## src/rqa_pkg.sv

```systemverilog
// ----------------------------------------------------------------------------
// rqa_pkg
// Shared types and constants for the ready queue with least-priority
// selection and aging.
// ----------------------------------------------------------------------------
package rqa_pkg;

    localparam int QUEUE_DEPTH   = 10;
    localparam int PROCESS_COUNT = 32;

    localparam int KIND_W = 2;
    localparam int ID_W   = 5;
    localparam int PRIO_W = 7;
    localparam int STAT_W = 2;
    localparam int OCC_W  = 4;

    localparam int ADDR_W = (QUEUE_DEPTH > 1) ? $clog2(QUEUE_DEPTH) : 1;
    localparam int CNT_W  = $clog2(QUEUE_DEPTH + 1);
    localparam int MARK_W = (PROCESS_COUNT > 1) ? $clog2(PROCESS_COUNT) : 1;

    localparam logic [KIND_W-1:0] KIND_INSERT = 2'd0;
    localparam logic [KIND_W-1:0] KIND_REMOVE = 2'd1;
    localparam logic [KIND_W-1:0] KIND_AGE    = 2'd2;

    localparam logic [STAT_W-1:0] STATUS_OK    = 2'd0;
    localparam logic [STAT_W-1:0] STATUS_FULL  = 2'd1;
    localparam logic [STAT_W-1:0] STATUS_EMPTY = 2'd2;
    localparam logic [STAT_W-1:0] STATUS_READY = 2'd3;

    typedef struct packed {
        logic [KIND_W-1:0] kind;
        logic [ID_W-1:0]   process_id;
        logic [PRIO_W-1:0] priority_req;
    } cmd_t;

    typedef struct packed {
        logic              removed_valid;
        logic [ID_W-1:0]   removed_id;
        logic [PRIO_W-1:0] removed_priority;
        logic [STAT_W-1:0] status;
        logic [OCC_W-1:0]  occupancy;
    } res_t;

    typedef struct packed {
        logic [ID_W-1:0]   ident;
        logic [PRIO_W-1:0] prio;
    } slot_t;

endpackage

```

## src/ready_queue_min_select_aging.sv

```systemverilog
// ----------------------------------------------------------------------------
// ready_queue_min_select_aging
// Ready queue of process slots with heap-pass removal and priority aging.
// ----------------------------------------------------------------------------
// One command is worked on at a time and gives exactly one result beat. A
// remove runs a heap pass that visits each internal node through the slot
// memory, which has one write port, and one shared comparator. An age reads
// each queued slot and writes it back only where its priority is above 1.
// A new command is taken as soon as the previous one has left for the
// output register, even while that result still waits to be taken.
module ready_queue_min_select_aging
    import rqa_pkg::*;
(
    input  logic clk,
    input  logic rst_n,
    input  logic cmd_valid,
    output logic cmd_stall,
    input  cmd_t cmd,
    output logic res_valid,
    input  logic res_stall,
    output res_t res
);

    localparam logic [3:0] S_IDLE   = 4'd0;
    localparam logic [3:0] S_EXEC   = 4'd1;
    localparam logic [3:0] S_CH_RD  = 4'd2;
    localparam logic [3:0] S_ND_RD  = 4'd3;
    localparam logic [3:0] S_CMP    = 4'd4;
    localparam logic [3:0] S_SWAP   = 4'd5;
    localparam logic [3:0] S_POP_RD = 4'd6;
    localparam logic [3:0] S_POP    = 4'd7;
    localparam logic [3:0] S_AGE_RD = 4'd8;
    localparam logic [3:0] S_AGE_WR = 4'd9;
    localparam logic [3:0] S_FINISH = 4'd10;

    localparam int WIDE_W = CNT_W + 1;

    logic [3:0]               state_reg, state_next;
    cmd_t                     item_reg, item_next;
    res_t                     pend_reg, pend_next;
    res_t                     out_reg, out_next;
    logic                     out_valid_reg, out_valid_next;
    logic [CNT_W-1:0]         fill_reg, fill_next;
    logic [PROCESS_COUNT-1:0] ready_reg, ready_next;
    logic [ADDR_W-1:0]        r_reg, r_next;
    logic [ADDR_W-1:0]        idx_reg, idx_next;
    logic [ADDR_W-1:0]        pick_reg, pick_next;
    slot_t                    pick_data_reg, pick_data_next;

    slot_t             mem [QUEUE_DEPTH];
    slot_t             rd_a_reg, rd_b_reg;
    logic              rd_a_en, rd_b_en, wr_en;
    logic [ADDR_W-1:0] rd_a_addr, rd_b_addr, wr_addr;
    slot_t             wr_data;

    // Shared comparator: computes cmp_a < cmp_b for whichever state uses it.
    logic [PRIO_W-1:0] cmp_a, cmp_b;
    logic              cmp_lt;

    logic [ADDR_W-1:0] front, node_addr, left_addr, right_addr;
    logic [WIDE_W-1:0] right_off;
    logic              has_right;
    logic              id_in_range, rm_in_range;
    logic [MARK_W-1:0] id_mark, rm_mark;
    logic              out_free;

    assign cmp_lt = cmp_a < cmp_b;

    assign front      = ADDR_W'(CNT_W'(QUEUE_DEPTH) - fill_reg);
    assign node_addr  = front + r_reg;
    assign left_addr  = front + ADDR_W'({r_reg, 1'b1});
    assign right_off  = WIDE_W'({r_reg, 1'b0}) + WIDE_W'(2);
    assign has_right  = right_off < WIDE_W'(fill_reg);
    assign right_addr = has_right ? left_addr + ADDR_W'(1) : left_addr;

    assign id_in_range = 32'(item_reg.process_id) < 32'(PROCESS_COUNT);
    assign id_mark     = MARK_W'(item_reg.process_id);
    assign rm_in_range = 32'(rd_a_reg.ident) < 32'(PROCESS_COUNT);
    assign rm_mark     = MARK_W'(rd_a_reg.ident);

    assign out_free  = !out_valid_reg || !res_stall;
    assign cmd_stall = state_reg != S_IDLE;
    assign res_valid = out_valid_reg;
    assign res       = out_reg;

    always_comb
    begin
        state_next     = state_reg;
        item_next      = item_reg;
        pend_next      = pend_reg;
        out_next       = out_reg;
        out_valid_next = out_valid_reg;
        fill_next      = fill_reg;
        ready_next     = ready_reg;
        r_next         = r_reg;
        idx_next       = idx_reg;
        pick_next      = pick_reg;
        pick_data_next = pick_data_reg;
        rd_a_en        = 1'b0;
        rd_b_en        = 1'b0;
        rd_a_addr      = node_addr;
        rd_b_addr      = right_addr;
        wr_en          = 1'b0;
        wr_addr        = node_addr;
        wr_data        = pick_data_reg;
        cmp_a          = rd_a_reg.prio;
        cmp_b          = rd_b_reg.prio;

        if (out_valid_reg && !res_stall)
        begin
            out_valid_next = 1'b0;
        end

        case (state_reg)
            S_IDLE:
            begin
                if (cmd_valid)
                begin
                    item_next  = cmd;
                    state_next = S_EXEC;
                end
            end
            S_EXEC:
            begin
                pend_next  = '0;
                state_next = S_FINISH;
                case (item_reg.kind)
                    KIND_INSERT:
                    begin
                        if (!id_in_range || ready_reg[id_mark])
                        begin
                            pend_next.status = STATUS_READY;
                        end
                        else if (fill_reg >= CNT_W'(QUEUE_DEPTH))
                        begin
                            pend_next.status = STATUS_FULL;
                        end
                        else
                        begin
                            wr_en               = 1'b1;
                            wr_addr             = ADDR_W'(CNT_W'(QUEUE_DEPTH - 1) - fill_reg);
                            wr_data.ident       = item_reg.process_id;
                            wr_data.prio        = item_reg.priority_req;
                            ready_next[id_mark] = 1'b1;
                            fill_next           = fill_reg + CNT_W'(1);
                        end
                    end
                    KIND_REMOVE:
                    begin
                        if (fill_reg == '0)
                        begin
                            pend_next.status = STATUS_EMPTY;
                        end
                        else if (fill_reg >= CNT_W'(2))
                        begin
                            r_next     = ADDR_W'((fill_reg >> 1) - CNT_W'(1));
                            state_next = S_CH_RD;
                        end
                        else
                        begin
                            state_next = S_POP_RD;
                        end
                    end
                    KIND_AGE:
                    begin
                        if (fill_reg != '0)
                        begin
                            idx_next   = front;
                            state_next = S_AGE_RD;
                        end
                    end
                    default:
                    begin
                        pend_next.status = STATUS_OK;
                    end
                endcase
            end
            S_CH_RD:
            begin
                rd_a_en    = 1'b1;
                rd_a_addr  = left_addr;
                rd_b_en    = 1'b1;
                rd_b_addr  = right_addr;
                state_next = S_ND_RD;
            end
            S_ND_RD:
            begin
                // A tie goes to the right child; a lone left child is taken as is.
                if (!has_right || cmp_lt)
                begin
                    pick_next      = left_addr;
                    pick_data_next = rd_a_reg;
                end
                else
                begin
                    pick_next      = right_addr;
                    pick_data_next = rd_b_reg;
                end
                rd_a_en    = 1'b1;
                rd_a_addr  = node_addr;
                state_next = S_CMP;
            end
            S_CMP:
            begin
                cmp_a = pick_data_reg.prio;
                cmp_b = rd_a_reg.prio;
                if (cmp_lt)
                begin
                    wr_en      = 1'b1;
                    wr_addr    = node_addr;
                    wr_data    = pick_data_reg;
                    state_next = S_SWAP;
                end
                else if (r_reg == '0)
                begin
                    state_next = S_POP_RD;
                end
                else
                begin
                    r_next     = r_reg - ADDR_W'(1);
                    state_next = S_CH_RD;
                end
            end
            S_SWAP:
            begin
                // The old node entry is still held in the port A read register.
                wr_en   = 1'b1;
                wr_addr = pick_reg;
                wr_data = rd_a_reg;
                if (r_reg == '0)
                begin
                    state_next = S_POP_RD;
                end
                else
                begin
                    r_next     = r_reg - ADDR_W'(1);
                    state_next = S_CH_RD;
                end
            end
            S_POP_RD:
            begin
                rd_a_en    = 1'b1;
                rd_a_addr  = front;
                state_next = S_POP;
            end
            S_POP:
            begin
                pend_next.removed_valid    = 1'b1;
                pend_next.removed_id       = rd_a_reg.ident;
                pend_next.removed_priority = rd_a_reg.prio;
                pend_next.status           = STATUS_OK;
                if (rm_in_range)
                begin
                    ready_next[rm_mark] = 1'b0;
                end
                fill_next  = fill_reg - CNT_W'(1);
                state_next = S_FINISH;
            end
            S_AGE_RD:
            begin
                rd_a_en    = 1'b1;
                rd_a_addr  = idx_reg;
                state_next = S_AGE_WR;
            end
            S_AGE_WR:
            begin
                cmp_a = PRIO_W'(1);
                cmp_b = rd_a_reg.prio;
                if (cmp_lt)
                begin
                    wr_en        = 1'b1;
                    wr_addr      = idx_reg;
                    wr_data.ident = rd_a_reg.ident;
                    wr_data.prio  = rd_a_reg.prio - PRIO_W'(1);
                end
                if (idx_reg == ADDR_W'(QUEUE_DEPTH - 1))
                begin
                    state_next = S_FINISH;
                end
                else
                begin
                    idx_next   = idx_reg + ADDR_W'(1);
                    state_next = S_AGE_RD;
                end
            end
            S_FINISH:
            begin
                if (out_free)
                begin
                    out_next           = pend_reg;
                    out_next.occupancy = OCC_W'(fill_reg);
                    out_valid_next     = 1'b1;
                    state_next         = S_IDLE;
                end
            end
            default:
            begin
                state_next = S_IDLE;
            end
        endcase
    end

    always_ff @(posedge clk or negedge rst_n)
    begin
        if (!rst_n)
        begin
            state_reg     <= S_IDLE;
            out_valid_reg <= 1'b0;
            fill_reg      <= '0;
            ready_reg     <= '0;
        end
        else
        begin
            state_reg     <= state_next;
            out_valid_reg <= out_valid_next;
            fill_reg      <= fill_next;
            ready_reg     <= ready_next;
        end
    end

    always_ff @(posedge clk)
    begin
        item_reg      <= item_next;
        pend_reg      <= pend_next;
        out_reg       <= out_next;
        r_reg         <= r_next;
        idx_reg       <= idx_next;
        pick_reg      <= pick_next;
        pick_data_reg <= pick_data_next;
    end

    // Slot memory: one write port and two registered read ports.
    always_ff @(posedge clk)
    begin
        if (wr_en)
        begin
            mem[wr_addr] <= wr_data;
        end
        if (rd_a_en)
        begin
            rd_a_reg <= mem[rd_a_addr];
        end
        if (rd_b_en)
        begin
            rd_b_reg <= mem[rd_b_addr];
        end
    end

endmodule

```

## config.mk

```make
export PLATFORM = sky130hd
export DESIGN_NAME = ready_queue_min_select_aging
export DESIGN_NICKNAME = d
export VERILOG_FILES = /design/src/rqa_pkg.sv /design/src/ready_queue_min_select_aging.sv
export SDC_FILE = /design/constraint.sdc
export NUM_CORES = 1
export LEC_CHECK = 0
export BUFFER_PORTS_ARGS = -buffer_cell sky130_fd_sc_hd__buf_2
export CORE_MARGIN = 2
export CORE_UTILIZATION = 46
export DETAILED_ROUTE_END_ITERATION = 7
export MAX_ROUTING_LAYER = met4
export PLACE_DENSITY = 0.61
export RECOVER_POWER = 50
export SLEW_MARGIN = 10
export SYNTH_ARGS = -nofsm -noshare
export SYNTH_HDL_FRONTEND = slang
export SYNTH_SLANG_ARGS = --single-unit
```

## constraint.sdc

```tcl
create_clock -name clk -period 13.7 [get_ports clk]
set_input_delay 2.74 -clock clk [delete_from_list [all_inputs] [get_ports clk]]
set_output_delay 2.74 -clock clk [all_outputs]
set_load 0.02 [all_outputs]
```

==> results.yml <==
placed_design:
  gp_congestion: 0.924
  io_buffers: 38
  dpl.hpwl_um: 25500
critical_path:
  cp.depth: 12
  cp-end-kind: "flop"
  cp.required_ps: 13860
  crit_type: "reg -> reg"
  startpoint_type: "flop"
  critPathTopFamily: "simple AND/OR/NAND/NOR gates"
  crit_arrival_ps: 6880
  reg2reg_depth: 12
  crit_chain: "clkbuf_1, nor4b_1, nor2_1, a22o_1, ha_1, a211o_1, o21ai_0, and2b_1, nand2_1, a31oi_4, nand2_1, nor2_1"
  cp_num_buf_inv: 1
  cp_max_fo: 26
  worst_path_largest_cell_delay_ps: 1120
  critPathSlowestCell: "nor4b_1"
route:
  ant_nets: 0
  via_per_inst: 6.26
  avgRoutedWirePerCell_um: 22.5
  vias: 10900
  dr.pass1.iters: 5
  drt_iter0_drc: 1032
  wl_um: 39200
  post-route-drc-count: 0
flow_run:
  cap_violations: 1
global_route:
  grt_antenna_before_repair: 0
  grt_max_degree: 97
  grt_pass1_vias: 10600
  gr-total-overflow: 0
  grt_usage: 0.246
  grt_pass1_wl_um: 61400
cells_and_area:
  area_growth_syn_to_layout_pct: 9.66
  antennaDiodeCount: 0
  post-route-util: 0.512
  largest_register_ffs: 120
  num-fill-cells: 2746
  nNetsFinal: 1376
  drive_gt1_frac: 0.0950
synthesis:
  ys_seq_area_frac: 0.524
  post-synth-top-count-cell: "edfxtp_1"
  async_flop_share: 0.160
  ys_ff_latch: 257
  synthAdderAreaFrac: 0.0299
  muxShareOfSynthArea: 0.0654
  synth_common_cells: "edfxtp_1, nand2_1, a211oi_1"
  synth_top_area_cell: "edfxtp_1"
  yosys.area_share.simple: 0.144
  yosys_most_used_dff: "edfxtp_1"
  postSynthAreaPerCell_sq_um: 10.7
  synth_top_area_frac: 0.453
  synth_edf_count: 216
  synth_cell_type_count: 74
  syn_nets: 1385
  ys_warn_count: 0
  syn-cell-area_sq_mm: 0.0143
  synth_xor_area_frac: 0.0153
  synth_top_family_by_area: "compound AO/OA/AOI/OAI gates"
  synthCells: 1334
  synth-compound-area-share: 0.184
  yosys-top-cells-area: "edfxtp_1, dfrtp_1, a211oi_1"
sta:
  skew_ps: 13.7
  hold_viol: 0
  setup_tns_ps: 0
  worst_slew_pin_slew_ps: 2310
  fin_crit_sh: 0.491
  maxSlewViolCount: 42
  fin_crit_ps: 6720
  relSlewSlack: -0.542
  finalSetupViolCount: 0
  rsz0062_at_grt: "false"
  fmax_ghz: 0.149
clock_tree:
  cts-root-buf: "clkbuf_16"
  cts_max_level: 1
  clock-sinks: 257
  path_clk_slew_ps: 60
  cts-resized-gates: 0
  ctsHoldBuffers: 0
  cts_setup_buffers: 0
  cts_tree: "done"
  clk_path_buf_depth: 3
  insertion_delay_ps: 550
  cts_buffers: 28
min_path:
  hold_path_class: "reg -> reg"
  min_path_cells: 0
floorplanning:
  boundaryPins: 39
  die_w_um: 181
  die_h_um: 181
  start_util: 0.467
  dieArea_sq_mm: 0.0326
  coreArea_sq_mm: 0.0307
  fp-row-count: 64
status:
  run_status: "finished with violations"
  violations: "capacitance limit, slew limit"
final cells by class:
class,instances,area [sq um],share of cell area
clock buffer,38,810,0.0515
multi-input combinational,946,6350,0.404
inverter,34,128,0.00812
tap,396,495,0.0315
sequential,257,7510,0.478
timing repair buffer,58,302,0.0192
clock inverter,14,119,0.00756
worst paths after layout:
kind,start,endpoint,slack (ps)
max in group asynchronous,rst_n,state_reg[0],9490
min,pend_reg[18],res[18],410
min reg2reg,pend_reg[18],res[18],410
min in group asynchronous,rst_n,ready_reg[6],2880
max,state_reg[2],mem[8][7],6980
max reg2reg,state_reg[2],mem[8][7],6980
cell usage in the layout, fill, tap and decap left out, types with 34 or more instances in the layout:
cell type  count
nand2_1      174
and3_1        53
edfxtp_1     216
o21ai_0       99
mux2i_1       61
dfrtp_1       41
a211oi_1     108
nor2_1        46
a21oi_1       40
inv_1         34
metal layers:
layer  vias to the layer above  track usage  wire length (um)
li1                       5067            -                 -
met4                         0       0.0606               807
met1                      5358        0.332             17400
met5                         -            -                 0
met3                        70       0.0317              2340
met2                       408        0.395             18600
per-stage QoR:
stage               cell area, sq um  worst slack [ps]  hold slack, ps  cells
CTS                            15800              8130             414   1743
detailed placement             14800              8110             405   1691
finish                         15700              6980             412   1743
global route                   15700              6510             429   1743
floorplan                      14300              9160             400   1334
global placement               14800              8300             402   1691
cells by family after synthesis:
kind of cell             Yosys count
adder cells (fa/ha/maj)           33
multiplexers                      88
buffers and inverters            131
AO/OA/AOI/OAI                    384
flip-flops                       257
XOR/XNOR                          25
AND/OR/NAND/NOR                  416
Power is left out: the tool's default activity adds up to more than one toggle a clock period on the data nets, which glitch-free logic cannot reach.
